`config.mk`:
```
export PLATFORM = sky130hd
export DESIGN_NAME = dpfb_front
export DESIGN_NICKNAME = d
export VERILOG_FILES = /design/src/rtl/dpfb_pkg.sv /design/src/rtl/dpfb_front.sv
export SDC_FILE = /design/constraint.sdc
export NUM_CORES = 1
export LEC_CHECK = 0
export ABC_AREA = 1
export BUFFER_PORTS_ARGS = -buffer_cell sky130_fd_sc_hd__buf_4
export CELL_PAD_IN_SITES_DETAIL_PLACEMENT = 1
export CELL_PAD_IN_SITES_GLOBAL_PLACEMENT = 2
export CORE_MARGIN = 1
export CORE_UTILIZATION = 33
export DETAILED_ROUTE_END_ITERATION = 12
export GPL_TIMING_DRIVEN = 0
export PLACE_DENSITY_LB_ADDON = 0.25
export SYNTH_ARGS = -nofsm -noshare
export SYNTH_HDL_FRONTEND = slang
export SYNTH_SLANG_ARGS = --single-unit
```
`constraint.sdc`:
```
create_clock -name clk -period 3.3 [get_ports clk]
set_clock_uncertainty 0.1 [all_clocks]
set_input_delay 0.33 -clock clk [delete_from_list [all_inputs] [get_ports clk]]
set_output_delay 0.33 -clock clk [all_outputs]
set_load 0.02 [all_outputs]
```
`src/rtl/dpfb_pkg.sv`:
```
// shared types, opcodes and defaults for the dual page frame buffer
package dpfb_pkg;

	localparam int DEF_PAGES   = 8;
	localparam int DEF_COLUMNS = 128;
	localparam int BYTE_W      = 8;

	localparam logic [3:0] OP_RD_BYTE = 4'd0;
	localparam logic [3:0] OP_WR_BYTE = 4'd1;
	localparam logic [3:0] OP_WR_PIX  = 4'd2;
	localparam logic [3:0] OP_RD_PIX  = 4'd3;
	localparam logic [3:0] OP_FILL    = 4'd4;
	localparam logic [3:0] OP_CLR_TMP = 4'd5;
	localparam logic [3:0] OP_COPY    = 4'd6;
	localparam logic [3:0] OP_OR      = 4'd7;
	localparam logic [3:0] OP_ANDNOT  = 4'd8;

	// decoded command class, out-of-range accesses fold into KIND_NONE
	typedef enum logic [3:0] {
		KIND_NONE,
		KIND_RD_BYTE,
		KIND_WR_BYTE,
		KIND_WR_PIX,
		KIND_RD_PIX,
		KIND_FILL,
		KIND_CLR_TMP,
		KIND_COPY,
		KIND_OR,
		KIND_ANDNOT
	} kind_t;

	typedef struct packed {
		kind_t             kind;
		logic              buf_sel;
		logic              oor;
		logic [2:0]        bit_idx;
		logic              pixel_on;
		logic [BYTE_W-1:0] data;
	} cmd_t;

	typedef enum logic [2:0] {
		B_CLEAR,
		B_IDLE,
		B_RESP,
		B_WALK,
		B_DRAIN
	} bstate_t;

endpackage

```
`src/rtl/dpfb_front.sv`:
```
// front end: command decode, range checks and a two-entry command queue
module dpfb_front
	import dpfb_pkg::*;
#(
	parameter int PAGES   = DEF_PAGES,
	parameter int COLUMNS = DEF_COLUMNS,
	parameter int AW      = $clog2(PAGES * COLUMNS)
) (
	input  logic              clk,
	input  logic              arst_n,
	input  logic              start,
	output logic              busy,
	input  logic [3:0]        opcode,
	input  logic [3:0]        page,
	input  logic [7:0]        column,
	input  logic [6:0]        row,
	input  logic [7:0]        data_in,
	input  logic              pixel_on,
	input  logic              target_buffer,
	input  logic              clearing,
	input  logic              pop,
	output logic              q_valid,
	output cmd_t              q_cmd,
	output logic [AW-1:0]     q_addr
);

	localparam int ROWS = PAGES * 8;

	cmd_t          dec_cmd;
	logic [AW-1:0] dec_addr;
	logic          byte_ok;
	logic          pix_ok;
	logic [AW-1:0] byte_addr;
	logic [AW-1:0] pix_addr;
	logic          push;

	cmd_t          fifo_cmd_q  [2];
	logic [AW-1:0] fifo_addr_q [2];
	logic          wptr_q;
	logic          rptr_q;
	logic [1:0]    count_q;

	assign byte_ok   = (32'(page) < PAGES) && (32'(column) < COLUMNS);
	assign pix_ok    = (32'(row) < ROWS) && (32'(column) < COLUMNS);
	assign byte_addr = AW'(32'(page) * COLUMNS + 32'(column));
	assign pix_addr  = AW'(32'(row[6:3]) * COLUMNS + 32'(column));

	always_comb begin
		dec_cmd.kind     = KIND_NONE;
		dec_cmd.buf_sel  = target_buffer;
		dec_cmd.oor      = 1'b0;
		dec_cmd.bit_idx  = row[2:0];
		dec_cmd.pixel_on = pixel_on;
		dec_cmd.data     = data_in;
		dec_addr         = '0;
		case (opcode)
			OP_RD_BYTE: begin
				if (byte_ok) begin
					dec_cmd.kind = KIND_RD_BYTE;
					dec_addr     = byte_addr;
				end
			end
			OP_WR_BYTE: begin
				if (byte_ok) begin
					dec_cmd.kind = KIND_WR_BYTE;
					dec_addr     = byte_addr;
				end
			end
			OP_WR_PIX: begin
				if (pix_ok) begin
					dec_cmd.kind = KIND_WR_PIX;
					dec_addr     = pix_addr;
				end else begin
					dec_cmd.oor = 1'b1;
				end
			end
			OP_RD_PIX: begin
				if (pix_ok) begin
					dec_cmd.kind = KIND_RD_PIX;
					dec_addr     = pix_addr;
				end else begin
					dec_cmd.oor = 1'b1;
				end
			end
			OP_FILL:    dec_cmd.kind = KIND_FILL;
			OP_CLR_TMP: dec_cmd.kind = KIND_CLR_TMP;
			OP_COPY:    dec_cmd.kind = KIND_COPY;
			OP_OR:      dec_cmd.kind = KIND_OR;
			OP_ANDNOT:  dec_cmd.kind = KIND_ANDNOT;
			default:    dec_cmd.kind = KIND_NONE;
		endcase
	end

	assign busy    = (count_q == 2'd2) || clearing;
	assign push    = start && !busy;
	assign q_valid = (count_q != 2'd0);
	assign q_cmd   = fifo_cmd_q[rptr_q];
	assign q_addr  = fifo_addr_q[rptr_q];

	always_ff @(posedge clk) begin
		if (push) begin
			fifo_cmd_q[wptr_q]  <= dec_cmd;
			fifo_addr_q[wptr_q] <= dec_addr;
		end
	end

	always_ff @(posedge clk or negedge arst_n) begin
		if (!arst_n) begin
			wptr_q  <= 1'b0;
			rptr_q  <= 1'b0;
			count_q <= 2'd0;
		end else begin
			if (push)
				wptr_q <= ~wptr_q;
			if (pop && q_valid)
				rptr_q <= ~rptr_q;
			count_q <= count_q + 2'(push) - 2'(pop && q_valid);
		end
	end

endmodule

```
==> results.md <==
- Largest net degree at the start of global routing: 29
- #FFs+latches synth: 60
- FP Rows: 31
- Sequential share of power: 0.393
- Met3 Use GR: 0.0345
- Max-cap violations: 0
- Arrival @ worst endpoint: about 1.5 ns
- Clock root cell: clkbuf_8
- RePlAce Congestion: about 0.74
- Final net count: ~350
- WS Path Type: reg2out
- Die X: roughly 90 µm
- Top post-synthesis cells by area: edfxtp_1 (65%), nand2_1 (14%), dfrtp_1 (3.9%)
- Final HPWL DP: 3.67 mm
- Worst skew pair latency: between 0.3 and 0.4 ns
- Synth Warn #: 0
- Grt met1 use: 0.153
- # hold bufs at CTS: 1
- Post-Syn Nets: 266
- Synth top area share: 0.651
- Design Power: between 2 and 3 mW
- Gr usage total: 0.133
- RSZ-0062 raised after global routing: false
- Synth area leader: edfxtp_1
- Combinational power share: 0.393
- Gr busiest metal: met2
- Grt ovf: 0
- CTS Buf Count: 9
- GR Util met2: 0.230
- Routed len/inst: roughly 13 µm
- Post-CTS resize count: 0
- CTS tree: built
- Layout cell share with drive strength beyond 1: 0.314
- Power density over cell area: between 700 and 800 nW/µm²
- Area Overhead vs Synth: 31.6%
- Num Clock Sinks: 60
- Leak pwr: 1.51 nW
- Most frequent cells in the layout: nand2_1 (99), buf_4 (68), edfxtp_1 (56), inv_1 (14), clkbuf_8 (10)
- DR vias/cell: roughly 4.4
- Die Area: between 8000 and 9000 µm²
- Initial antenna violation count: 0
- Number of detailed-route iterations in the first pass: 4
- Final hold violation count: 0
- Die H: around 90 µm
- Total Wirelength: 5.07 mm
- Clock Power Share: 0.214
- Startpoint Class: flip-flop
- Ant diodes: 0
- Max-slew headroom: 0.445
- Vias in the first global route: 1,758
- Worst slew pin tran: 0.830 ns
- Wire length of the first global-routing pass: roughly 8 mm
- Final-layout fill cell count: approximately 840
- Fin crit period: 1.93 ns
- CP max FO: 10
- Via Count: 1,771
- CP Capture Type: output pin
- Synth cell types: 27
- Avg Synthesized Cell Area: approximately 12 µm²
- WP data required: between 2 and 3 ns
- PortBufs: 67
- Io pins: a little under 70
- Setup repair bufs after CTS: 0
- Sw Share: 0.358
- Setup TNS: 0 ns
- Final worst-path cycle share: 0.583
- Initial Util: 0.348
- Worst hold path type: in2reg
- H-tree lvl count: 3
- CTS Buffer Depth: 2
- Post-synthesis sequential area ratio: 0.690
- Fin. max-slew vios: 0
- Drc violations: 0
- VDD IR max: about 0.23 mV
- Net Sw Power: ~900 µW
- Syn Std Cell Area: ~2600 µm²
- Post-DRT Antenna Nets: 0
- Core ar.: roughly 7400 µm²
- Drt first-iter violations: 25
- P_int: approximately 1.6 mW
- Max Freq: just over 500 MHz
- Worst hold slack: 0.0965 ns
- Most common cell after layout, fill and taps aside: nand2_1
- CTS clk-pin slew, worst paths: approximately 0.070 ns
- Endpoints failing setup: 0
- Outcome: finished clean
- Gate Count Post-Synth: around 220
[cells in the mapped netlist]
master,n
nand2_1,99
edfxtp_1,56
inv_1,14
a21boi_1,7
ha_1,6
buf_2,4
dfrtp_1,4
nor2_1,4
nand3_1,3
xnor2_1,3
xor2_1,3
inv_2,2
nor2_2,2
o22ai_1,2
a21oi_1,1
buf_4,1
clkbuf_1,1
clkinv_2,1
nand3_2,1
nand3_4,1
nand4_1,1
nand4_4,1
nor2_4,1
nor3_1,1
o21ai_0,1
o21ai_2,1
or2_1,1
[power by group through the flow]
stage               logic [mW]  registers (mW)  clock network (mW)
floorplan                0.586           0.996                   0
global placement         0.991            1.00                   0
detailed placement        1.02            1.01                   0
CTS                       1.02           0.992               0.553
global route              1.10            1.00               0.593
finish                   0.993           0.991               0.540
[stage by stage]
stage | area, µm² | setup slack [ns] | std cells | utilization
floorplan | 2580 | 0.982 | 222 | -
global placement | 3210 | 0.203 | 388 | 0.433
detailed placement | 3220 | 1.28 | 388 | 0.435
CTS | 3400 | 1.30 | 405 | 0.458
global route | 3400 | 1.20 | 405 | 0.458
finish | 3400 | 1.37 | 405 | 0.458
[sequential cells by signal (all words and copies together) (netlist names)]
name,flops
fifo_addr_q,20
wptr_q,1
fifo_cmd_q,36
count_q,2
rptr_q,1
[critical path, stage by stage (launching register included)]
cell and delay, ns:
dfrtp_1 0.38, inv_1 0.07, clkbuf_1 0.39, nand2_1 0.10, nand2_1 0.10, buf_4 0.14
[final timing paths]
| path | start | end | slack (ns) | cells after the start |
|---|---|---|---|---|
| setup / recovery | rptr_q | q_cmd[2] | 1.37 | 5 |
| hold / removal | target_buffer | fifo_cmd_q[1][13] | 0.1 | 1 |
| setup reg to reg | count_q[1] | fifo_cmd_q[1][17] | 1.37 | 3 |
| hold reg to reg | count_q[1] | count_q[1] | 0.54 | 2 |
| max in group asynchronous | arst_n | wptr_q | 2.76 | 2 |
| min in group asynchronous | arst_n | rptr_q | 0.24 | 2 |
[layer usage]
metal	vias up	part of all wire
met4	0	0.017
li1	896	-
met2	47	0.50
met5	-	0
met3	7	0.041
met1	821	0.44
[logic make-up (layout without fill, tap and decap cells)]
family	after synthesis	after routing	share of synthesized area
xor gates and xnor gates	6	6	0.0204
and+or+nand+nor	115	115	0.190
buffers and inverters	23	107	0.0373
adders and majority gates	6	6	0.0291
DFF	60	60	0.690
AOI/OAI and AO/OA	12	12	0.0325
[final cells by class]
type,instances,area (µm²),share of cell area
sequential,60,1780,0.525
multi-input combinational,139,718,0.211
timing repair buffer,68,513,0.151
clock buffer,13,149,0.0438
tap,99,124,0.0365
inverter,17,65.1,0.0192
buffer,6,31.3,0.00921
clock inverter,3,13.8,0.00405
(Power assumes the default switching activity.)
